**src/hw/rtl/lrgd_pkg.sv**
```systemverilog
// Shared constants, widths and register codes for the regression trainer.
package lrgd_pkg;

    localparam int MAX_POINTS = 128;
    localparam int FRAC_BITS  = 16;
    localparam int ADDR_W     = $clog2(MAX_POINTS);
    localparam int CNT_W      = $clog2(MAX_POINTS + 1);

    localparam int DATA_W     = 32;
    localparam int LR_W       = 24;
    localparam int LR_SHIFT   = 24;
    localparam int EP_W       = 6;
    localparam int LOSS_W     = 31;

    // iterative divider: magnitude dividend over magnitude divisor
    localparam int DVD_W      = 64;
    localparam int DVS_W      = 32;

    // iterative square root
    localparam int SQ_IN_W    = 64;
    localparam int SQ_RT_W    = SQ_IN_W / 2;

    localparam logic [LR_W-1:0] LR_RESET  = LR_W'(16777);
    localparam logic [EP_W-1:0] EPC_RESET = EP_W'(26);
    localparam int              PCT       = 100;

    localparam logic CFG_LR  = 1'b0;
    localparam logic CFG_EPC = 1'b1;

endpackage

```
**src/hw/rtl/lrgd_div.sv**
```systemverilog
// Restoring divider, one quotient bit per cycle, unsigned magnitudes.
module lrgd_div (
    input  logic                      i_clk,
    input  logic                      i_rst_n,
    input  logic                      i_start,
    input  logic [lrgd_pkg::DVD_W-1:0] i_dvd,
    input  logic [lrgd_pkg::DVS_W-1:0] i_dvs,
    output logic                      o_done,
    output logic [lrgd_pkg::DVD_W-1:0] o_quo
);
    import lrgd_pkg::*;

    localparam int DC_W = $clog2(DVD_W + 1);

    logic             r_busy;
    logic             r_done;
    logic [DC_W-1:0]  r_cnt;
    logic [DVS_W-1:0] r_rem;
    logic [DVD_W-1:0] r_dvd;
    logic [DVS_W-1:0] r_dvs;
    logic [DVS_W:0]   w_sh;
    logic [DVS_W:0]   w_dif;
    logic             w_ge;

    assign w_sh  = {r_rem, r_dvd[DVD_W-1]};
    assign w_ge  = w_sh >= {1'b0, r_dvs};
    assign w_dif = w_sh - {1'b0, r_dvs};

    always_ff @(posedge i_clk) begin
        if (!i_rst_n) begin
            r_busy <= 1'b0;
            r_done <= 1'b0;
        end else begin
            r_done <= 1'b0;
            if (i_start) begin
                r_rem  <= '0;
                r_dvd  <= i_dvd;
                r_dvs  <= i_dvs;
                r_cnt  <= DC_W'(DVD_W);
                r_busy <= 1'b1;
            end else if (r_busy) begin
                r_rem <= w_ge ? w_dif[DVS_W-1:0] : w_sh[DVS_W-1:0];
                r_dvd <= {r_dvd[DVD_W-2:0], w_ge};
                r_cnt <= r_cnt - DC_W'(1);
                if (r_cnt == DC_W'(1)) begin
                    r_busy <= 1'b0;
                    r_done <= 1'b1;
                end
            end
        end
    end

    assign o_done = r_done;
    assign o_quo  = r_dvd;
endmodule

```
**config.mk**
```make
export PLATFORM = sky130hd
export DESIGN_NAME = lrgd_div
export DESIGN_NICKNAME = d
export VERILOG_FILES = /design/src/hw/rtl/lrgd_pkg.sv /design/src/hw/rtl/lrgd_div.sv
export SDC_FILE = /design/constraint.sdc
export NUM_CORES = 1
export LEC_CHECK = 0
export ABC_AREA = 1
export BUFFER_PORTS_ARGS = -buffer_cell sky130_fd_sc_hd__buf_2
export CORE_ASPECT_RATIO = 0.7
export CORE_MARGIN = 8
export CORE_UTILIZATION = 40
export CTS_CLUSTER_DIAMETER = 50
export CTS_CLUSTER_SIZE = 30
export DETAILED_ROUTE_END_ITERATION = 10
export PLACE_DENSITY = 0.73
export SYNTH_ARGS = -nofsm -noshare
export SYNTH_HDL_FRONTEND = slang
export SYNTH_SLANG_ARGS = --single-unit
export TNS_END_PERCENT = 100
```
**constraint.sdc**
```tcl
create_clock -name i_clk -period 6.7 [get_ports i_clk]
set_input_delay 1.34 -clock i_clk [delete_from_list [all_inputs] [get_ports i_clk]]
set_output_delay 1.34 -clock i_clk [all_outputs]
set_load 0.01 [all_outputs]
```
Yosys cells after proc, flatten, opt, wreduce, memory -nomap -nowiden. Index checks and enable logic that the tools add are counted. Widths: inputs -> output; s select.

Bits of input ports: 99. Output and inout port bits: 65. ROM bits: 0. Register bits: 137. Memories kept: 0. Latch bits: 0. Memory bits (writable): 0. Logic and storage cells: 25.

Eq/ne operators: 1. Bitwise logic cells: 2. Multiplexer cells: 9. Div/mod/pow operators: 0. Add/sub/neg operators: 2. $mul: 0. Shift operators: 0. Reduce and logical (&&, ||, !) cells: 4. $lt $le $gt $ge: 1.

Operators with widths (number): $mux 64 (2); $mux 32 (2); $ge 33x32->1 (1); $sub 32x32->32 (1); $eq 7x1->1 const B (1); $mux 7 (1); $sub 7x1->7 const B (1); $mux 1 (4); $reduce_and 2->1 (2); $reduce_or 3->1 (1); $not 1->1 (2); $reduce_bool 2->1 (1).

Depth between registers and ports, before layout. Gate-level depths: netlist of run 1.

Depth after elaboration: 4. Depth in mapped cells: 17. Gate-level depth less buffers: 15.

Worst setup path before layout of run 1. Ideal clock, no wire load.

Path type: input to register. Start point: in i_start. End point: reg r_dvd[0] (netlist: o_quo[0]) (enable). Data required time: 6234 ps. Buffers on the path: 1. Arrival: 3905 ps. Setup time: 466 ps. Slack: 2329 ps. Stages on the path: 3. Path through: clkbuf_1 -> nand2_1 -> nand2_1.

Cells in the longest elaborated chain, start to end: 2.

RTL lines: from (decl) (RTL line lrgd_div.sv:5) `input logic i_start,`; $reduce_bool 2->1 (no line); $reduce_and 2->1 (no line); to (signal assigned) (RTL line lrgd_div.sv:37) `r_dvd <= i_dvd;`; to (signal assigned) (RTL line lrgd_div.sv:43) `r_dvd <= {r_dvd[DVD_W-2:0], w_ge};`; to (decl) (RTL line lrgd_div.sv:19) `logic [DVD_W-1:0] r_dvd;`.

Every way passes these cells. A chain may end at the register's enable or synchronous reset.

Worst setup path in the final report of run 1.
Start point: in i_start. End point: reg r_cnt[3] (enable).

Cells in the longest elaborated chain, start to end: 2.

RTL lines: $reduce_bool 2->1 (no line); $reduce_and 2->1 (no line); to (signal assigned) (RTL line lrgd_div.sv:39) `r_cnt <= DC_W'(DVD_W);`; to (signal assigned) (RTL line lrgd_div.sv:44) `r_cnt <= r_cnt - DC_W'(1);`; to (decl) (RTL line lrgd_div.sv:17) `logic [DC_W-1:0] r_cnt;`.

Every way passes these cells.

==> results of run 1 <==
==> cell usage after synthesis, types with 4 or more instances <==
cell type / count
and2_1: 9
nand3b_1: 23
nor2_2: 4
ha_1: 34
nor3_1: 4
nand2_1: 492
nor2_1: 115
nand3_1: 32
clkbuf_1: 15
inv_2: 4
inv_1: 167
xor2_1: 15
nand4_1: 5
edfxtp_1: 135
buf_2: 5
a21oi_1: 22
==> cells in the final DEF (no fill, tap or decap), types with 3 or more instances in the layout <==
cell	count
edfxtp_1	135
nand2_1	491
inv_1	167
nand2_2	3
buf_4	4
inv_2	5
nand3b_1	23
nand3_1	32
bufinv_16	3
xor2_1	15
nand4_1	5
or2_2	3
buf_2	163
and2_1	9
ha_1	34
clkbuf_16	17
clkinv_1	5
nor2_2	4
a21oi_1	22
nor2_1	115
nor3_1	4
==> power breakdown <==
part | switching, W | total (W) | internal [W]
logic | 0.000498 | 0.000758 | 0.000260
registers | 0.0000425 | 0.00110 | 0.00106
clock network | 0.000377 | 0.000958 | 0.000580
==> through the flow <==
step,instance area [um^2],setup WS (ns),total power (W),cells
after global placement,9550,2.74,0.00184,1530
after detailed placement,9550,2.66,0.00186,1530
final,10100,3.12,0.00281,1560
after floorplan,8470,2.33,0.00164,1113
after CTS,10100,3.15,0.00283,1560
after global routing,10100,2.91,0.00297,1560
==> how the worst max path moves through the flow <==
stage	from	end	slack, ns
finish	i_start	r_cnt[3]	3.12
global route	i_start	r_cnt[3]	2.91
CTS	i_start	r_cnt[3]	3.15
detailed placement	i_start	r_cnt[0]	2.66
global placement	i_start	r_cnt[0]	2.74
floorplan	i_start	o_quo[0]	2.33
==> metal layers <==
layer	vias to the layer above	GRT usage	wire [um]
met5	-	0	62
met4	10	0.0407	191
met3	26	0.0723	2330
met2	268	0.265	9710
met1	3371	0.248	11000
li1	3750	-	-
==> registers in the layout, indices dropped and copies added (netlist names) <==
register	flops
o_done	1
r_rem	32
r_cnt	7
r_dvs	32
r_busy	1
o_quo	64
==> worst reg2reg max path: stages, from the launching register on <==
cell and delay (ns):
edfxtp_1 0.39, ha_1 0.44, nand2_1 0.18, inv_1 0.06, nand2_1 0.06, nand2_1 0.10
nand2_1 0.08, nand2_1 0.07, nand2_1 0.08, inv_2 0.06, nor2_8 0.40, nand2_8 0.19
inv_4 0.29, nor2_1 0.11, nor2_1 0.16
==> cell families after synthesis <==
group,Yosys count
and+or+nand+nor,696
AOI/OAI and AO/OA,28
adders and majority gates,35
buffers and inverters,201
DFF,137
xor gates and xnor gates,16
==> area by class of cell <==
class,count,share of cell area
flip-flops and latches,137,0.404
multi-input cells,775,0.356
repair buffers,167,0.0835
inverters,175,0.0651
clock buffers,18,0.0424
well taps,276,0.0341
clock inverters,12,0.0149
==> flow_summary.toml, run 1 <==
[floorplan]
core_um2 = 20800
die_height_um = 138
die_x_um = 190
start_util = 0.408
rows = 44
die_area_um2 = 26200
ioPinCount = 164

[routing]
wire_per_inst_um = 14.9
num_vias = 7425
detail_route.iter0.violations = 578
wl_mm = 23.3
vias_per_cell = 4.76
postRouteAntennaNets = 0
drcViolationCount = 0
dr.pass1.iters = 5

[sta]
setup_violations = 0
maxSlewViolCount = 0
min_period_ns = 3.58
finalSetupTns_ns = 0
finalHoldViolations = 0
fin_skew_ns = 0.0140
fin_hold_ws_ns = 0.530
fmaxAchievable_mhz = 280
timing.final.crit_share = 0.534
relSlewSlack = 0.401
rsz0062_at_grt = "false"
max_slew.worst_pin.slew_ns = 0.898

[yosys]
synth_edf_count = 135
yosysTopAreaCellShare = 0.478
synth_fp_nets = 1247
synth_compound_area_frac = 0.0174
synth_warnings = 0
synth_top_family_by_area = "simple AND/OR/NAND/NOR gates"
synth_area_per_cell_um2 = 7.61
yosys.area_share.adder = 0.0526
synthFlopType = "edfxtp_1"
synth.area.top_cells = "edfxtp_1 48%, nand2_1 22%, inv_1 7.4%"
synth-seq-area-share = 0.483
synth_top_cell_by_area = "edfxtp_1"
ys_types = 37
synth-async-reset-ratio = 0
synth_seq_cells = 137
synth_simple_gate_area_frac = 0.338
synthesis.area_um2 = 8470
muxShareOfSynthArea = 0
synthXorXnorAreaFrac = 0.0165
syn_inst = 1113

[place]
dp_hpwl_mm = 17.3
gp_congestion = 0.970
io_buffers = 163

[clock_tree]
cts_tree = "yes"
cts.sinks = 137
cts.clk_slew.worst_paths_ns = 0.06
clockBufferDepth = 2
clk-insertion-delay-late_ns = 0.43
cts-root-buf = "clkbuf_16"
cts-htree-levels = 4
cts_hold_buffers = 0
numCtsBuffers = 17
post_cts_resized = 0
post_cts_buffers = 0

[setup_path]
reg2reg_slack_ns = 3.88
crit_path_start_kind = "primary input"
crit_chain = "buf_2, buf_4, nand2_1, nand2_4, buf_4"
crit_path_end_kind = "register"
r2r_end = "r_rem[26]"
cp.required_ns = 6.76
crit_family = "buffers and inverters"
cpPeakStageDelay_ns = 0.73
r2r_cells = 14
cp_max_fo = 74
worst-setup-path-type = "in -> reg"
timing.rr.start = "r_rem[18]"
crit_arrival_ns = 3.64
timing.critical_path.buf_inv = 3
crit_path_top_delay_cell = "nand2_4"
crit_cells = 5
cp_common_cell = "buf_4"

[worst_hold_path]
hp-class = "reg -> reg"
min-delay-start = "o_quo[11]"
hold_path_depth = 2
hold-path-endpoint = "o_quo[12]"

[global_route]
grt_max_degree = 78
track_usage = 0.181
grt-ovfl-total = 0
antenna_found_initial = 5
grt_pass1_wl_mm = 37.5
grt_pass1_vias = 7342

[cells_and_area]
fill_cells = 2018
seqCellArea_um2 = 4090
drive_gt1_frac = 0.167
multi_input_area_um2 = 3610
final_core_util = 0.488
antenna_cells = 0
final_nets = 1407
syn2layout_area_growth_pct = 19.5

[outcome]
status = "completed"

[job]
cap_violations = 0

[power_and_ir_drop]
leakage_nw = 5.28
peakVddDrop_mv = 0.210
p_per_area_nw_per_um2 = 278
(Power assumes the default switching activity.)
==> run 2, diff against run 1 <==
Settings changed: ABC_AREA 1 to 0, PLACE_DENSITY 0.73 to 0.74.
Clock period 6.7 ns to 3.4 ns, I/O delays scaled along.
==> flow_summary.toml, run 2 <==
[outcome]
status = "completed"

[sta]
relSlewSlack = 0.442
max_slew.worst_pin.slew_ns = 0.837
setup_violations = 0
finalHoldViolations = 0
fin_hold_ws_ns = 0.434
fmaxAchievable_mhz = 308
timing.final.crit_share = 0.956
min_period_ns = 3.25
maxSlewViolCount = 0
fin_skew_ns = 0.0141

[routing]
detail_route.iter0.violations = 375
vias_per_cell = 5.03
wire_per_inst_um = 17.3
postRouteAntennaNets = 0
num_vias = 4966
dr.pass1.iters = 5
drcViolationCount = 0
wl_mm = 17.1

[power_and_ir_drop]
internal_power_w = 0.00350
clockPowerShare = 0.347
peakVddDrop_mv = 0.354
power_frac_comb = 0.227
leakage_nw = 3.72
swShare = 0.289
p_seq_frac = 0.426
switchingPower_w = 0.00142
p_total_w = 0.00492
p_per_area_nw_per_um2 = 549

[place]
dp_hpwl_mm = 12.2
place_area_um2 = 8320
io_buffers = 163
gp_congestion = 0.841

[clock_tree]
clk-insertion-delay-late_ns = 0.43
clockBufferDepth = 2
cts.clk_slew.worst_paths_ns = 0.06
cts_tree = "yes"
numCtsBuffers = 17
cts-root-buf = "clkbuf_16"
cts.sinks = 137
cts-htree-levels = 4

[setup_path]
cp_common_cell = "nor2_1"
cp.required_ns = 3.56
worst-setup-path-type = "reg -> reg"
crit_arrival_ns = 3.41
crit_path_top_delay_cell = "nor4_1"
cpPeakStageDelay_ns = 0.48
crit_path_start_kind = "register"
cp_max_fo = 7
crit_chain = "ha_1, nand2_1, nor2_1, nand4_1, nor4_1, a21oi_1, o21bai_1, a2111oi_0, a21oi_4, buf_12, clkbuf_16, mux2i_1, nor2_1"
crit_path_end_kind = "register"

[global_route]
antenna_found_initial = 2
grt_pass1_wl_mm = 26.7
grt_pass1_vias = 5034
track_usage = 0.150
grt-ovfl-total = 0
grt_max_degree = 90

[cells_and_area]
fill_cells = 1574
syn2layout_area_growth_pct = 24.5
drive_gt1_frac = 0.368
layout_commonest_cell = "buf_2"
mostFrequentLayoutCells = "162 x buf_2, 135 x edfxtp_1, 64 x mux2_2, 55 x nor2_1, 46 x inv_1"
seqCellArea_um2 = 4090
postLayoutCellArea_um2 = 8960
final_nets = 870
largest_reg_flops = 64
multi_input_area_um2 = 2860

[yosys]
synth_warnings = 0
synth_fp_nets = 695
synth.area.top_cells = "edfxtp_1 56%, mux2_2 10%, ha_1 5.9%"
synthTopCellsByCount = "135 x edfxtp_1, 64 x mux2_2, 55 x nor2_1, 46 x inv_1"
ys_types = 51
syn_inst = 561
synth_edf_count = 135
synth_area_per_cell_um2 = 12.8
synth_top_cell_by_area = "edfxtp_1"
yosysTopAreaCellShare = 0.563
synthFlopType = "edfxtp_1"
synth_seq_cells = 137
yosysMostFrequentCell = "edfxtp_1"
synthesis.area_um2 = 7200
synth-seq-area-share = 0.569
synth-async-reset-ratio = 0

[floorplan]
core_um2 = 17800
die_area_um2 = 22600
ioPinCount = 164
rows = 41
start_util = 0.404
die_height_um = 128
die_x_um = 176

[worst_hold_path]
hp-class = "in -> reg"

[job]
cap_violations = 0
run 2: cell count changes after synthesis, sizes merged, moves of 7 or more:
cell	before	now
xor2	15	8
a21oi	22	35
nor2	120	55
o21bai	1	9
xnor2	1	25
and2	9	2
nand2	497	22
mux2i	0	27
nand3b	23	1
inv	172	46
mux2	0	64
nand3	33	8
run 2: timing repair:
action | CTS | global route
endpoints found under the hold margin | 0 | 0
hold buffers | 0 | 0
resized for setup | 0 | 3
endpoints found under the setup margin | 0 | 9
setup buffers | 0 | 1
run 2: worst max-delay path, delay by kind of cell (launching register included):
kind	cells	cell delay, ns
compound gates	4	0.64
simple gates	5	1.06
buf+inv	2	0.31
fa+ha+maj	1	0.38
mux	1	0.19
flops	1	0.40
run 2: path summary, 6_finish.rpt:
kind,start,endpoint,slack [ns],depth (start not counted)
hold / removal,i_dvs[12],r_dvs[12],0.43,1
setup reg to reg,r_rem[26],r_rem[14],0.15,13
setup / recovery,r_rem[26],r_rem[14],0.15,13
hold reg to reg,r_busy,o_done,0.46,2
run 2: cell type report:
class | count | share of cell area
Clock inverter | 15 | 0.0133
Multi-Input combinational cell | 360 | 0.319
Sequential cell | 137 | 0.457
Tap cell | 236 | 0.0329
Antenna cell | 2 | 0.000558
Clock buffer | 17 | 0.0475
Inverter | 46 | 0.0193
Timing Repair Buffer | 174 | 0.111
run 2: kinds of logic (layout without fill, tap and decap cells):
family                   Yosys count  count (layout)  share of synthesized area
flip-flops                       137             137                      0.569
AND/OR/NAND/NOR                  107             107                     0.0648
AO/OA/AOI/OAI                     94              94                     0.0890
multiplexers                      91              91                      0.138
buffers and inverters             64             252                     0.0379
adder cells (fa/ha/maj)           35              35                     0.0619
XOR/XNOR                          33              33                     0.0401
other                              0               2                          0
run 2: power by group through the flow:
stage	clock network [W]	registers [W]	logic, W
after floorplan	0	0.00214	0.000754
after global placement	0	0.00213	0.00103
after detailed placement	0	0.00213	0.00105
after CTS	0.00176	0.00210	0.00105
after global routing	0.00182	0.00211	0.00123
final	0.00171	0.00210	0.00112
run 2: metrics by stage:
stage / cells / setup slack [ns] / util / setup TNS, ns
after floorplan: 561 / 0.375 / - / 0
after global placement: 949 / 0.320 / 0.467 / 0
after detailed placement: 949 / 0.195 / 0.467 / 0
after CTS: 981 / 0.185 / 0.498 / 0
after global routing: 987 / -0.00973 / 0.503 / -0.00973
final: 987 / 0.149 / 0.503 / 0
run 2: routing by layer:
metal,part of all wire,vias to the layer above,track usage
met1,0.48,2395,0.200
met4,0.013,0,0.0621
li1,-,2444,-
met3,0.042,14,0.0371
met5,0,-,0
met2,0.47,113,0.230
==> run 3, diff against run 2 <==
Settings changed: CORE_UTILIZATION 40 to 55, PLACE_DENSITY 0.74 to 0.93, REMOVE_ABC_BUFFERS set to 1.
==> flow_summary.toml, run 3 (same netlist as run 2, synthesis figures left out) <==
[clock_tree]
cts.clk_slew.worst_paths_ns = 0.06
numCtsBuffers = 17
cts_tree = "yes"
clockBufferDepth = 2
cts.sinks = 137
cts-htree-levels = 4
clk-insertion-delay-late_ns = 0.41
cts-root-buf = "clkbuf_16"

[setup_path]
crit_arrival_ns = 3.42
worst-setup-path-type = "reg -> reg"
crit_path_top_delay_cell = "edfxtp_1"
cp.required_ns = 3.55
reg2reg_slack_ns = 0.13
cp-endpoint = "r_rem[14]"
timing.rr.start = "r_rem[0]"
cpPeakStageDelay_ns = 0.42
crit_path_end_kind = "register"
crit_cells = 13
cp_common_cell = "o31ai_4"
cp_max_fo = 19
r2r_end = "r_rem[14]"
crit_chain = "ha_1, nor2b_2, o2111ai_1, a311o_1, a31oi_4, o31ai_4, o31ai_4, nand4_1, a21oi_4, buf_12, clkbuf_16, mux2i_1, nor2_1"
cp-startpoint = "r_rem[0]"
crit_path_start_kind = "register"
timing.critical_path.buf_inv = 2
r2r_cells = 13
crit_family = "compound AO/OA/AOI/OAI gates"

[global_route]
grt_max_degree = 64
grt_pass1_wl_mm = 25.5
grt-ovfl-total = 0
track_usage = 0.186
grt_pass1_vias = 5092
antenna_found_initial = 1

[floorplan]
start_util = 0.555
ioPinCount = 164
die_x_um = 153
die_area_um2 = 17100
die_height_um = 112
rows = 35
core_um2 = 13000

[cells_and_area]
drive_gt1_frac = 0.373
stdcell_count = 916
antenna_cells = 0
postLayoutCellArea_um2 = 8950
largest_reg_flops = 64
final_nets = 871
mostFrequentLayoutCells = "162 x buf_2, 135 x edfxtp_1, 64 x mux2_2, 55 x nor2_1, 46 x inv_1"
layout_commonest_cell = "buf_2"
seqCellArea_um2 = 4090
multi_input_area_um2 = 2880
fill_cells = 893
syn2layout_area_growth_pct = 24.4

[sta]
min_period_ns = 3.27
max_slew.worst_pin.slew_ns = 0.805
relSlewSlack = 0.450
timing.final.crit_share = 0.962
finalSetupTns_ns = 0
maxSlewViolCount = 0
fmaxAchievable_mhz = 306
setup_violations = 0
fin_ws_ns = 0.130
finalHoldViolations = 0
fin_skew_ns = 0.0114

[routing]
wl_mm = 16.6
dr.pass1.iters = 5
wire_per_inst_um = 18.2
vias_per_cell = 5.60
postRouteAntennaNets = 0
num_vias = 5126
drcViolationCount = 0
detail_route.iter0.violations = 400

[power_and_ir_drop]
clockPowerShare = 0.356
swShare = 0.286
p_seq_frac = 0.416
leakage_nw = 3.76
internal_power_w = 0.00360
peakVddDrop_mv = 0.397
power_frac_comb = 0.228
switchingPower_w = 0.00144
p_per_area_nw_per_um2 = 563

[place]
io_buffers = 163
gp_congestion = 0.907
dp_hpwl_mm = 11.4
pre_cts_slack_ns = 0.0995
place_area_um2 = 8240
dpl.cell_count = 878

[job]
cap_violations = 0

[outcome]
status = "completed"

[worst_hold_path]
hp-class = "in -> reg"
==> run 3: changes by cell type in the layout (fill, tap and decap cells not counted), sizes merged <==
cell	previous run	this run
clkbuf	19	20
inv	52	55
diode	2	0
bufinv	0	1
clkinv	6	3
clkinvlp	3	2
==> run 3: layout make-up <==
type | instances | share of cell area
clock buffers | 17 | 0.0475
clock inverters | 15 | 0.0170
inverters | 46 | 0.0193
multi-input cells | 360 | 0.322
flip-flops and latches | 137 | 0.457
well taps | 166 | 0.0232
repair buffers | 175 | 0.114
==> run 3: worst register-to-register path, stage by stage, from the launching register on <==
cell       delay, ns
edfxtp_1        0.42
ha_1            0.31
nor2b_2         0.15
o2111ai_1       0.14
a311o_1         0.34
a31oi_4         0.24
o31ai_4         0.11
o31ai_4         0.28
nand4_1         0.20
a21oi_4         0.22
buf_12          0.14
clkbuf_16       0.20
mux2i_1         0.21
nor2_1          0.06
==> run 3: layer usage <==
layer | global-route usage | wire length, um | vias to the layer above | part of all wire
met5 | 0 | 8 | - | 0.00048
met4 | 0.0375 | 180 | 2 | 0.011
met3 | 0.0813 | 1570 | 28 | 0.094
met2 | 0.304 | 7780 | 245 | 0.47
met1 | 0.226 | 7110 | 2394 | 0.43
li1 | - | - | 2457 | -
==> run 3: worst min path at each step <==
stage | endpoint | cells after the start | from | slack [ns]
2_1_floorplan | o_done | 2 | r_busy | 0.41
3_3_place_gp | o_done | 2 | r_busy | 0.44
3_5_place_dp | o_done | 2 | r_busy | 0.44
4_1_cts | r_dvs[4] | 1 | i_dvs[4] | 0.43
5_1_grt | r_dvs[11] | 1 | i_dvs[11] | 0.42
6_report | r_dvs[4] | 1 | i_dvs[4] | 0.44
==> run 3: timing repair <==
| action | CTS | global route |
|---|---|---|
| resized for setup | 0 | 5 |
| buffers inserted | 0 | 3 |
| setup endpoints to repair | 0 | 32 |
| hold buffers | 0 | 0 |
==> run 3: metrics by stage <==
| stage | utilization | hold slack (ns) | power, W |
|---|---|---|---|
| finish | 0.691 | 0.443 | 0.00504 |
| global route | 0.691 | 0.422 | 0.00525 |
| CTS | 0.680 | 0.428 | 0.00497 |
| detailed placement | 0.635 | 0.444 | 0.00316 |
| global placement | 0.635 | 0.436 | 0.00312 |
| floorplan | - | 0.415 | 0.00286 |
==> run 3: power by group through the flow <==
stage	Clock, W	Sequential, W	Combinational [W]
2_1_floorplan	0	0.00215	0.000717
3_3_place_gp	0	0.00213	0.000999
3_5_place_dp	0	0.00213	0.00103
4_1_cts	0.00182	0.00210	0.00105
5_1_grt	0.00189	0.00211	0.00125
6_report	0.00180	0.00210	0.00115
