[config.mk]
export PLATFORM = sky130hd
export DESIGN_NAME = lrgd_sqrt
export DESIGN_NICKNAME = d
export VERILOG_FILES = /design/src/hw/rtl/lrgd_pkg.sv /design/src/hw/rtl/lrgd_sqrt.sv
export SDC_FILE = /design/constraint.sdc
export NUM_CORES = 1
export LEC_CHECK = 0
export ABC_CLOCK_PERIOD_IN_PS = 4750
export BUFFER_PORTS_ARGS = -buffer_cell sky130_fd_sc_hd__buf_2
export CORE_MARGIN = 10
export CORE_UTILIZATION = 40
export DETAILED_ROUTE_END_ITERATION = 10
export GPL_TIMING_DRIVEN = 0
export PLACE_DENSITY = 0.65
export REMOVE_ABC_BUFFERS = 1
export SYNTH_ARGS = -nofsm -noshare
export SYNTH_HDL_FRONTEND = slang
export SYNTH_SLANG_ARGS = --single-unit
[constraint.sdc]
create_clock -name i_clk -period 4.75 [get_ports i_clk]
set_input_delay 0 -clock i_clk [delete_from_list [all_inputs] [get_ports i_clk]]
set_output_delay 0 -clock i_clk [all_outputs]
set_load 0.02 [all_outputs]
[src/hw/rtl/lrgd_pkg.sv]
// Shared constants, widths and register codes for the regression trainer.
package lrgd_pkg;

    localparam int MAX_POINTS = 128;
    localparam int FRAC_BITS  = 16;
    localparam int ADDR_W     = $clog2(MAX_POINTS);
    localparam int CNT_W      = $clog2(MAX_POINTS + 1);

    localparam int DATA_W     = 32;
    localparam int LR_W       = 24;
    localparam int LR_SHIFT   = 24;
    localparam int EP_W       = 6;
    localparam int LOSS_W     = 31;

    // iterative divider: magnitude dividend over magnitude divisor
    localparam int DVD_W      = 64;
    localparam int DVS_W      = 32;

    // iterative square root
    localparam int SQ_IN_W    = 64;
    localparam int SQ_RT_W    = SQ_IN_W / 2;

    localparam logic [LR_W-1:0] LR_RESET  = LR_W'(16777);
    localparam logic [EP_W-1:0] EPC_RESET = EP_W'(26);
    localparam int              PCT       = 100;

    localparam logic CFG_LR  = 1'b0;
    localparam logic CFG_EPC = 1'b1;

endpackage

[src/hw/rtl/lrgd_sqrt.sv]
// Digit-by-digit integer square root, one root bit per cycle.
module lrgd_sqrt (
    input  logic                        i_clk,
    input  logic                        i_rst_n,
    input  logic                        i_start,
    input  logic [lrgd_pkg::SQ_IN_W-1:0] i_val,
    output logic                        o_done,
    output logic [lrgd_pkg::SQ_RT_W-1:0] o_root
);
    import lrgd_pkg::*;

    localparam int SC_W = $clog2(SQ_RT_W + 1);
    localparam int RM_W = SQ_RT_W + 1;

    logic               r_busy;
    logic               r_done;
    logic [SC_W-1:0]    r_cnt;
    logic [RM_W-1:0]    r_rem;
    logic [SQ_RT_W-1:0] r_root;
    logic [SQ_IN_W-1:0] r_v;
    logic [RM_W+1:0]    w_rn;
    logic [RM_W+1:0]    w_tr;
    logic               w_ge;

    assign w_rn = {r_rem, r_v[SQ_IN_W-1 -: 2]};
    assign w_tr = {1'b0, r_root, 2'b01};
    assign w_ge = w_rn >= w_tr;

    always_ff @(posedge i_clk) begin
        if (!i_rst_n) begin
            r_busy <= 1'b0;
            r_done <= 1'b0;
        end else begin
            r_done <= 1'b0;
            if (i_start) begin
                r_rem  <= '0;
                r_root <= '0;
                r_v    <= i_val;
                r_cnt  <= SC_W'(SQ_RT_W);
                r_busy <= 1'b1;
            end else if (r_busy) begin
                r_rem  <= w_ge ? RM_W'(w_rn - w_tr) : RM_W'(w_rn);
                r_root <= {r_root[SQ_RT_W-2:0], w_ge};
                r_v    <= {r_v[SQ_IN_W-3:0], 2'b00};
                r_cnt  <= r_cnt - SC_W'(1);
                if (r_cnt == SC_W'(1)) begin
                    r_busy <= 1'b0;
                    r_done <= 1'b1;
                end
            end
        end
    end

    assign o_done = r_done;
    assign o_root = r_root;
endmodule

; After elaboration in Yosys (flattened, before gate mapping)
; Index checks and enable logic that the tools add are counted.
[classes]
addsub = 2
multipliers = 0
div = 0
magnitude_cmp = 1
eq_ne = 1
shift = 0
muxes = 10
n_bitwise = 2
n_reduce_logical = 3
[op_table]
columns = operator, count
row1 = $mux W64, 2
row2 = $mux W33, 2
row3 = $ge A35 B34 Y1, 1
row4 = $sub A33 B33 Y33, 1
row5 = $mux W32, 1
row6 = $eq A6 B1 Y1 const B, 1
row7 = $mux W6, 1
row8 = $sub A6 B1 Y6 const B, 1
row9 = $mux W1, 4
row10 = $reduce_or A3 Y1, 1
row11 = $not A1 Y1, 2
row12 = $reduce_and A2 Y1, 1
row13 = $reduce_bool A2 Y1, 1
[totals]
reg_bits = 137
latchBits = 0
ramBits = 0
mem_bits_ro = 0
input_bits = 67
output_inout_bits = 33
wordCells = 25
mem_count = 0

; Logic depth before layout (Yosys ltp)
; Gate-level depths: netlist of run 1.
[logic_depth]
depth_word = 4
ltp_mapped = 12
depth_no_buf = 11

; Worst setup path before layout of run 1
; Ideal clock, no wire load.
[synth_timing]
path_kind = input to register
start = in i_start
end = reg r_root[0] (netlist: o_root[0]), enable pin
setup_time_ns = 0.506
t_arrival_ns = 3.550
required_ns = 4.244
slack_ns = 0.693
cell_stages = 3
n_path_buf = 2
path_cell_list = clkbuf_1 > clkbuf_1 > o21a_1
[synth_between]
elab_chain_len = 2
[synth_rtl]
columns = item, line
row1 = start: declaration, lrgd_sqrt.sv:5  ; input logic i_start,
row2 = $reduce_bool A2 Y1 (no source line), n/a
row3 = $reduce_and A2 Y1 (no source line), n/a
row4 = end signal: assignment, lrgd_sqrt.sv:43  ; r_root <= {r_root[SQ_RT_W-2:0], w_ge};
row5 = end: declaration, lrgd_sqrt.sv:19  ; logic [SQ_RT_W-1:0] r_root;
; Every way passes these cells.
; A chain may end at the register's enable or synchronous reset.

; Final worst setup path of run 1
[layout_timing]
start = reg r_root[0] (netlist: o_root[0])
end = reg r_rem[17] (data pin)
[layout_between]
elab_chain_len = 3
word_cells_on_any_way = 4
classes_between = 1 x add/sub / 1 x order compare / 2 x mux
[layout_rtl]
columns = item, line
row1 = $sub A33 B33 Y33 / $ge A35 B34 Y1 (equally long branches), "lrgd_sqrt.sv:42, lrgd_sqrt.sv:27"
row2 = $mux W33 (*), lrgd_sqrt.sv:42  ; r_rem <= w_ge ? RM_W'(w_rn - w_tr) : RM_W'(w_rn);
row3 = $mux W33 (*), lrgd_sqrt.sv:41  ; end else if (r_busy) begin
row4 = end signal: assignment, lrgd_sqrt.sv:42
row5 = end: declaration, lrgd_sqrt.sv:18  ; logic [RM_W-1:0] r_rem;
; Every way passes the cells marked *; elsewhere a longest branch is shown, timed or not. The select of a mux whose other input is x is not followed.

==> qor.yml, run 1 <==
clock_network:
  cts_root_buf: "clkbuf_16"
  cts.sinks: 137
  numCtsBuffers: 17
  path_clk_slew_ps: 60
  cts_max_level: 4
  cts_tree: "done"
  cts_hold_buf: 65
  cts_resized: 0
  insertion_delay_ps: 420
  cts_setup_buffers: 0
  clock_path_buffers: 2
timing:
  timing.final.crit_share_pct: 77.06
  whs_ps: 68.86
  hold_viol: 0
  fmax_mhz: 273.2
  tightest_slew_ps: 769.8
  rsz0062_at_grt: "no"
  clock_skew_ps: 10.31
  relSlewSlack_pct: 48.68
  post-route-min-period_ps: 3660
  final-setup-viol-count: 0
  finalMaxSlewViolations: 0
floorplanning:
  initial_core_util_pct: 40.58
  coreArea_um2: 18640
  die_h_um: 157.5
  row_count: 50
  dieArea_um2: 24820
  io_pins: 100
  fp.dieW_um: 157.5
synthesis:
  yosysMostFrequentCell: "edfxtp_1"
  async_flop_share_pct: 0
  synth_area_leaders: "edfxtp_1 54%, mux2_2 9.2%, ha_1 6.0%"
  yosys_warnings: 0
  synth_seq_cells: 137
  yosysTopAreaCell: "edfxtp_1"
  synth-main-ff-cell: "edfxtp_1"
  synth_cells: 627
  synth_common_cells: "135 x edfxtp_1, 84 x nor2_1, 62 x mux2_2"
  synth_top_area_share_pct: 53.58
  syn_area_um2: 7566
  synth_cell_types: 56
  synth_edf_count: 135
  ys_seq_area_share_pct: 54.11
  synth.avg_cell_area_um2: 12.07
detailed_routing:
  top_layer: "met4"
  wl_per_cell_um: 16.33
  dr.pass1.iters: 4
  via_count: 5306
  wirelength_met1_um: 7535
  routed_wl_um: 16890
  ant_nets: 0
  drcViolationCount: 0
  via_per_inst: 5.132
  met2WireLength_um: 7982
  drtIter0Drc: 398
  wl_met3_um: 1182
job:
  drv_cap: 0
min_path:
  hold_path.class: "primary input to flop"
  hold_depth: 2
  whs_endpoint: "r_cnt[1]$_SDFFCE_PP0P_"
  min_from: "i_start"
grt:
  grt_pass1_vias: 5550
  grt_pass1_wl_um: 27860
  antenna_found_initial: 0
  grtUsageTotal_pct: 13.96
  grt.overflow.total: 0
  grt_max_degree: 93
power:
  p_per_area_nw_per_um2: 385.0
  power_mw: 3.715
  leakage_nw: 3.908
  max-vdd-ir-drop_uv: 254.1
finish:
  layoutNonFillerInstCount: 1034
  area_delta_synth_final_pct: 27.53
  final_nets: 890
  fillCellCount: 1605
  drive_above_1_share_pct: 27.00
  antenna_cells: 0
critical_path:
  crit_arrival_ps: 3810
  start_kind: "flop"
  rrSetupSlack_ps: 1090
  cp.required_ps: 4900
  worst_r2r_endpoint: "r_rem[17]$_SDFFCE_PP0P_"
  r2r_cells: 13
  crit_type: "flop to flop"
  cp_max_fo: 15
  rr_startpoint: "o_root[0]$_SDFFCE_PP0P_"
  endpoint_kind: "flop"
place:
  gp_congestion: 0.8666
  placed_cells: 937
  dp_hpwl_um: 11200
  portBuffers: 99
outcome:
  status: "complete, no violations"
## placed cells by master, fill, tap and decap left out, drive strengths merged, types with 3 or more instances in the layout
cell	Yosys	final
nand4	6	6
o21a	3	3
clkbuf	19	17
nand2	25	25
nand2b	7	7
and2	3	3
nor3	10	10
mux2	62	62
a211oi	12	12
inv	42	44
xor2	11	11
o31ai	3	3
a21oi	32	32
ha	36	36
edfxtp	135	135
a31oi	6	6
buf	10	105
xnor2	22	22
bufinv	0	4
nor3b	4	4
clkinv	0	7
nand3	9	9
o21ai	17	17
dlygate4sd3	0	65
nor2b	3	3
nor2	84	84
mux2i	21	21
o211ai	5	5
a21o	11	11
## final cells by class
class,instances,area [um^2],area share (%)
flip-flops and latches,137,4094,42.43
inverters,42,157.7,1.634
multi-input cells,419,3187,33.03
clock buffers,17,425.4,4.409
well taps,234,292.8,3.034
repair buffers,170,1292,13.39
clock inverters,15,200.2,2.075
## metrics by stage
| stage | utilization (%) | worst slack, ps | setup TNS, ps | area [um^2] |
|---|---|---|---|---|
| after floorplan | - | 871.6 | 0 | 7431 |
| after global placement | 44.09 | -2335 | -316830 | 8219 |
| after detailed placement | 44.91 | 1103 | 0 | 8373 |
| after CTS | 51.76 | 1087 | 0 | 9649 |
| after global routing | 51.76 | 809.0 | 0 | 9649 |
| final | 51.76 | 1090 | 0 | 9649 |
## power breakdown
part | switching [mW] | leakage [nW] | internal (mW)
logic | 0.436 | 2.29 | 0.368
clock network | 0.538 | 0.299 | 0.880
registers | 0.0391 | 1.32 | 1.45
## worst max path at each step
stage                             from  cells after the start                        to
3_3_place_gp                   i_start                      2  o_root[27]$_SDFFCE_PP0P_
6_report       o_root[0]$_SDFFCE_PP0P_                     13   r_rem[17]$_SDFFCE_PP0P_
4_1_cts        o_root[0]$_SDFFCE_PP0P_                     13   r_rem[15]$_SDFFCE_PP0P_
5_1_grt        o_root[0]$_SDFFCE_PP0P_                     13    r_rem[5]$_SDFFCE_PP0P_
3_5_place_dp   o_root[0]$_SDFFCE_PP0P_                     13   r_rem[15]$_SDFFCE_PP0P_
2_1_floorplan  o_root[1]$_SDFFCE_PP0P_                     11   r_rem[26]$_SDFFCE_PP0P_
## sequential cells by signal, indices dropped and copies added, names as in the netlist
name,cells
o_root,32
r_busy,1
r_cnt,6
o_done,1
r_rem,33
r_v,64
## layer usage
layer | track usage (%) | up-vias
li1 | - | 2625
met1 | 17.14 | 2524
met2 | 22.23 | 139
met3 | 5.377 | 18
met4 | 4.230 | 0
met5 | 0 | -
## critical path, stage by stage (launching register included)
cell and delay [ps]:
edfxtp_1 380, inv_1 70, ha_1 410, o211ai_1 150, o211ai_2 240, nand2_2 120, o31ai_4 310, a21oi_2 160
o31ai_4 700, buf_8 230, buf_8 170, buf_16 170, mux2i_1 220, nor2_1 50
## cell families after synthesis
group,Yosys count,share of synthesized area [%]
mux,83,12.01
compound gates,105,10.50
buf+inv,71,3.870
fa+ha+maj,36,5.953
xor+xnor,33,3.820
flops,137,54.11
simple gates,162,9.741
Note: power is estimated with default switching activity, not from simulation.
==> inputs of run 2 (changes only) <==
--- a/config.mk
+++ b/config.mk
@@ -5,13 +5,14 @@
 export SDC_FILE = /design/constraint.sdc
 export NUM_CORES = 1
 export LEC_CHECK = 0
-export ABC_CLOCK_PERIOD_IN_PS = 4750
+export ABC_AREA = 1
+export ABC_CLOCK_PERIOD_IN_PS = 3300
 export BUFFER_PORTS_ARGS = -buffer_cell sky130_fd_sc_hd__buf_2
 export CORE_MARGIN = 10
 export CORE_UTILIZATION = 40
 export DETAILED_ROUTE_END_ITERATION = 10
 export GPL_TIMING_DRIVEN = 0
-export PLACE_DENSITY = 0.65
+export PLACE_DENSITY = 0.66
 export REMOVE_ABC_BUFFERS = 1
 export SYNTH_ARGS = -nofsm -noshare
 export SYNTH_HDL_FRONTEND = slang
==> constraint.sdc (replaced) <==
create_clock -name i_clk -period 3.3 [get_ports i_clk]
set_input_delay 0 -clock i_clk [delete_from_list [all_inputs] [get_ports i_clk]]
set_output_delay 0 -clock i_clk [all_outputs]
set_load 0.02 [all_outputs]
==> qor.yml, run 2 <==
detailed_routing:
  routed_wl_um: 23210  # +37%
  drcViolationCount: 0  # unchanged
  via_per_inst: 4.622  # -9.9%
  ant_nets: 0  # unchanged
  wl_per_cell_um: 14.09  # -14%
  drtIter0Drc: 453  # +14%
  dr.pass1.iters: 5  # +1
  via_count: 7612  # +43%
outcome:
  status: "complete, no violations"
critical_path:
  endpoint_kind: "flop"
  cp_cell_sequence: "inv_1, ha_1, nand2_1, nand2_1, nand2_1, nand2_1, inv_2, nand2_1, inv_2, nand3_2, a21oi_4, nor2_1, nor2_1"
  critPathMostFrequentCell: "nand2_1"
  cp_max_fo: 25  # +10
  crit_path_top_delay_cell: "a21oi_4"
  slowest_delay_ps: 700  # about the same
  start_kind: "flop"
  cp.required_ps: 3520  # -1380 ps
  crit_arrival_ps: 3120  # -690 ps
  crit_type: "flop to flop"
timing:
  hold_viol: 0  # unchanged
  post-route-min-period_ps: 2898  # -762.6 ps
  setup_ws_ps: 402.1  # -687.4 ps
  finalMaxSlewViolations: 0  # unchanged
  tightest_slew_ps: 800.1  # +30.32 ps
  fmax_mhz: 345.1  # +26%
  clock_skew_ps: 20.82  # +10.51 ps
  relSlewSlack_pct: 46.54  # -2.1 points
  rsz0062_at_grt: "no"
  whs_ps: 81.68  # +12.83 ps
  timing.final.crit_share_pct: 87.81  # +11 points
  tns_ps: 0  # unchanged
  final-setup-viol-count: 0  # unchanged
clock_network:
  numCtsBuffers: 17  # unchanged
  cts_root_buf: "clkbuf_16"
  cts.sinks: 137  # unchanged
  cts_setup_buffers: 0  # unchanged
  cts_tree: "done"
  cts_resized: 0  # unchanged
  insertion_delay_ps: 440  # +20 ps
  path_clk_slew_ps: 70  # about the same
  cts_max_level: 4  # unchanged
  clock_path_buffers: 2  # unchanged
floorplanning:
  fp.dieW_um: 168.7  # +7.1%
  dieArea_um2: 28470  # +15%
  die_h_um: 168.7  # +7.1%
  row_count: 54  # +8.0%
  io_pins: 100  # unchanged
  initial_core_util_pct: 40.55  # about the same
  coreArea_um2: 21820  # +17%
power:
  leakage_nw: 5.700  # +46%
  max-vdd-ir-drop_uv: 356.5  # +40%
  p_per_area_nw_per_um2: 497.6  # +29%
  power_mw: 5.454  # +47%
job:
  drv_cap: 0  # unchanged
grt:
  grtUsageTotal_pct: 16.47  # +2.5 points
  grt_max_degree: 74  # -20%
  grt.overflow.total: 0  # unchanged
  grt_pass1_wl_um: 38060  # +37%
  grt_pass1_vias: 7657  # +38%
  antenna_found_initial: 1  # +1
place:
  dp_slack_ps: 394.2  # -708.8 ps
  placed_area_um2: 9709  # +16%
  dp_hpwl_um: 16380  # +46%
  portBuffers: 99  # unchanged
  gp_congestion: 0.9423  # +8.7%
  placed_cells: 1550  # +65%
synthesis:
  yosys_warnings: 0  # unchanged
  synth_edf_count: 135  # unchanged
  yosysTopAreaCell: "edfxtp_1"
  async_flop_share_pct: 0  # unchanged
  synth-main-ff-cell: "edfxtp_1"
  ys_seq_area_share_pct: 46.27  # -7.8 points
  synth_seq_cells: 137  # unchanged
  synth_cells: 1193  # +90%
  synth_area_leaders: "edfxtp_1 46%, nand2_1 22%, inv_1 8.7%"
  synth_top_area_share_pct: 45.81  # -7.8 points
  synth_common_cells: "509 x nand2_1, 204 x inv_1, 142 x nor2_1"
  synth.avg_cell_area_um2: 7.417  # -39%
  synth_cell_types: 35  # -38%
  syn_area_um2: 8848  # +17%
  yosysMostFrequentCell: "nand2_1"
finish:
  fillCellCount: 2101  # +31%
  final_common_cell: "nand2_1"
  area_delta_synth_final_pct: 23.87
  design_area_um2: 10960  # +14%
  final_nets: 1457  # +64%
  largest_reg_flops: 64  # unchanged
  layoutNonFillerInstCount: 1647  # +59%
  final_cell_mix: "509 x nand2_1, 204 x inv_1, 142 x nor2_1"
  regMostFlops: "r_v"
  fin_util_pct: 50.22  # -1.5 points
  drive_above_1_share_pct: 13.10  # -14 points
min_path:
  hold_path.class: "primary input to flop"
-- run 2: cell types whose count changed in the layout (fill, tap and decap cells not counted), sizes merged, moves of 46 or more --
| cell | delta |
|---|---|
| inv | +170 |
| nand2 | +488 |
| nor2 | +65 |
| nand3 | +46 |
| mux2 | -62 |
-- run 2: cells by family after synthesis --
family | Yosys count | share of synthesized area [%]
AO/OA/AOI/OAI | 20 | 1.343
flip-flops | 137 | 46.27
AND/OR/NAND/NOR | 744 | 35.00
XOR/XNOR | 16 | 1.584
buffers and inverters | 240 | 10.72
adder cells (fa/ha/maj) | 36 | 5.090
-- run 2: layout make-up --
type                       instances  area [um^2]  area share [%]
clock inverter                    12        165.2           1.507
multi-input combinational        816         3817           34.83
timing repair buffer             171         1304           11.89
tap                              280        350.3           3.196
antenna                            1        2.502         0.02283
clock buffer                      19        432.9           3.950
sequential                       137         4094           37.35
inverter                         211        794.5           7.249
-- run 2: critical path, delay by kind of cell, from the launching register on --
kind	cells	cell delay, ps
compound gates	1	700
buf+inv	3	290
simple gates	8	990
fa+ha+maj	1	320
flops	1	380
-- run 2: power by group --
part,leakage (nW),internal [mW],switching [mW],total (mW)
Sequential,1.33,2.08,0.0521,2.14
Combinational,4.09,0.468,0.836,1.30
Clock,0.281,1.20,0.818,2.01
-- run 2: repair_timing --
item / in CTS / in global routing
hold buffers: 65 / 0
hold endpoints to repair: 66 / 0
endpoints found under the setup margin: 0 / 0
-- run 2: final timing paths --
kind / startpoint / endpoint / slack (ps) / depth (start not counted)
worst min-delay path: i_start / o_root[19]$_SDFFCE_PP0P_ / 80 / 2
worst max register to register: o_root[14]$_SDFFCE_PP0P_ / r_rem[16]$_SDFFCE_PP0P_ / 400 / 13
worst max-delay path: o_root[14]$_SDFFCE_PP0P_ / r_rem[16]$_SDFFCE_PP0P_ / 400 / 13
worst min register to register: r_v[60]$_DFFE_PP_ / r_v[62]$_DFFE_PP_ / 510 / 2
-- run 2: layer usage --
layer | vias up | GRT usage, % | wire, um
met3 | 29 | 5.072 | 1479
met1 | 3457 | 19.80 | 10380
met4 | 0 | 4.921 | 350
met2 | 158 | 27.67 | 11000
li1 | 3968 | - | -
met5 | - | 0 | 0
==> inputs of run 3 (changes only) <==
--- a/config.mk
+++ b/config.mk
@@ -12,6 +12,7 @@
 export CORE_UTILIZATION = 40
 export DETAILED_ROUTE_END_ITERATION = 10
 export GPL_TIMING_DRIVEN = 0
+export HOLD_SLACK_MARGIN = 0.15
 export PLACE_DENSITY = 0.66
 export REMOVE_ABC_BUFFERS = 1
 export SYNTH_ARGS = -nofsm -noshare
==> qor.yml, run 3 (same netlist as run 2, synthesis figures left out) <==
detailed_routing:
  drcViolationCount: 0  # unchanged
  via_per_inst: 4.605  # -0.36%
  routed_wl_um: 23120  # -0.40%
  drtIter0Drc: 458  # +1.1%
  ant_nets: 0  # unchanged
  wl_per_cell_um: 13.99  # -0.71%
  via_count: 7608  # -0.053%
  dr.pass1.iters: 5  # unchanged
power:
  p_per_area_nw_per_um2: 494.9  # -0.56%
  max-vdd-ir-drop_uv: 353.9  # -0.71%
  power_mw: 5.452  # about the same
  leakage_nw: 5.718  # +0.32%
place:
  gp_congestion: 0.9423  # unchanged
  dp_hpwl_um: 16380  # unchanged
  dp_slack_ps: 394.2  # unchanged
  portBuffers: 99  # unchanged
clock_network:
  cts_hold_buf: 71  # +9.2%
  cts_tree: "done"
  cts_max_level: 4  # unchanged
  cts.sinks: 137  # unchanged
  cts_setup_buffers: 0  # unchanged
  clock_path_buffers: 2  # unchanged
  cts_resized: 0  # unchanged
  numCtsBuffers: 17  # unchanged
  cts_root_buf: "clkbuf_16"
  insertion_delay_ps: 430  # about the same
  path_clk_slew_ps: 70  # about the same
timing:
  hold_viol: 0  # unchanged
  post-route-min-period_ps: 2903  # +5.160 ps
  clock_skew_ps: 14.02  # -6.800 ps
  setup_ws_ps: 397.0  # -5.160 ps
  final-setup-viol-count: 0  # unchanged
  relSlewSlack_pct: 46.55  # about the same
  fmax_mhz: 344.5  # -0.18%
  tightest_slew_ps: 800.0  # -0.1600 ps
  timing.final.crit_share_pct: 87.97  # +0.16 points
  whs_ps: 373.3  # +291.6 ps
  rsz0062_at_grt: "no"
  finalMaxSlewViolations: 0  # unchanged
critical_path:
  crit_type: "flop to flop"
  cp.required_ps: 3520  # about the same
  start_kind: "flop"
  crit_arrival_ps: 3120  # about the same
  endpoint_kind: "flop"
  cp_max_fo: 25  # unchanged
  rrSetupSlack_ps: 400  # about the same
finish:
  regMostFlops: "r_v"
  area_delta_synth_final_pct: 24.52
  fillCellCount: 2090  # -0.52%
  final_cell_mix: "509 x nand2_1, 204 x inv_1, 142 x nor2_1"
  antenna_cells: 0  # -1
  largest_reg_flops: 64  # unchanged
  final_nets: 1463  # +0.41%
  final_common_cell: "nand2_1"
  drive_above_1_share_pct: 13.05  # -0.057 points
  fin_util_pct: 50.49  # +0.26 points
outcome:
  status: "complete, no violations"
floorplanning:
  io_pins: 100  # unchanged
  dieArea_um2: 28470  # unchanged
  coreArea_um2: 21820  # unchanged
  initial_core_util_pct: 40.55  # unchanged
  die_h_um: 168.7  # unchanged
  fp.dieW_um: 168.7  # unchanged
  row_count: 54  # unchanged
grt:
  grt_pass1_vias: 7663  # +0.078%
  grt_max_degree: 74  # unchanged
  grt.overflow.total: 0  # unchanged
  grtUsageTotal_pct: 16.44  # -0.030 points
  antenna_found_initial: 0  # -1
  grt_pass1_wl_um: 37970  # -0.24%
min_path:
  hold_path.class: "primary input to flop"
job:
  drv_cap: 0  # unchanged
==> run 3: cell types whose count changed in the layout (fill, tap and decap cells not counted), sizes merged <==
cell / delta
dlygate4sd3: +6
diode: -1
==> run 3: routing by layer <==
layer,GRT usage (%),up-vias,share of wire [%],wire [um]
li1,-,3979,-,-
met1,19.77,3450,45,10320
met2,27.72,152,48,11050
met3,5.025,27,6.1,1403
met4,4.731,0,1.5,340
met5,0,-,0,0
==> run 3: final timing paths <==
path	startpoint	to	depth (start not counted)
setup / recovery	o_root[14]$_SDFFCE_PP0P_	r_rem[16]$_SDFFCE_PP0P_	13
hold / removal	i_val[49]	r_v[49]$_DFFE_PP_	4
setup reg to reg	o_root[14]$_SDFFCE_PP0P_	r_rem[16]$_SDFFCE_PP0P_	13
hold reg to reg	r_v[60]$_DFFE_PP_	r_v[62]$_DFFE_PP_	2
==> run 3: power by group <==
group	internal [mW]	switching [mW]	leakage, nW
clock	1.20	0.811	0.281
sequential	2.08	0.0524	1.33
combinational	0.472	0.837	4.11
total	3.75	1.70	5.72
==> run 3: through the flow <==
step                      instances  setup TNS (ps)  instance area, um^2
after floorplan                1164         -591840                 8692
after global placement         1543        -1378380                 9538
after detailed placement       1550               0                 9709
after CTS                      1652               0                11020
after global routing           1652               0                11020
final                          1652               0                11020
==> run 3: final cells by class <==
cell class | instances | area, um^2 | area share [%]
clock inverters | 12 | 165.2 | 1.499
repair buffers | 177 | 1364 | 12.38
multi-input cells | 816 | 3817 | 34.65
flip-flops and latches | 137 | 4094 | 37.16
inverters | 211 | 794.5 | 7.211
clock buffers | 19 | 432.9 | 3.929
well taps | 280 | 350.3 | 3.180
==> run 3: critical path, stage by stage, from the launching register on <==
cell	delay, ps
edfxtp_1	380
inv_1	160
ha_1	320
nand2_1	90
nand2_1	100
nand2_1	80
nand2_1	80
inv_2	50
nand2_1	100
inv_2	80
nand3_2	170
a21oi_4	700
nor2_1	80
nor2_1	290
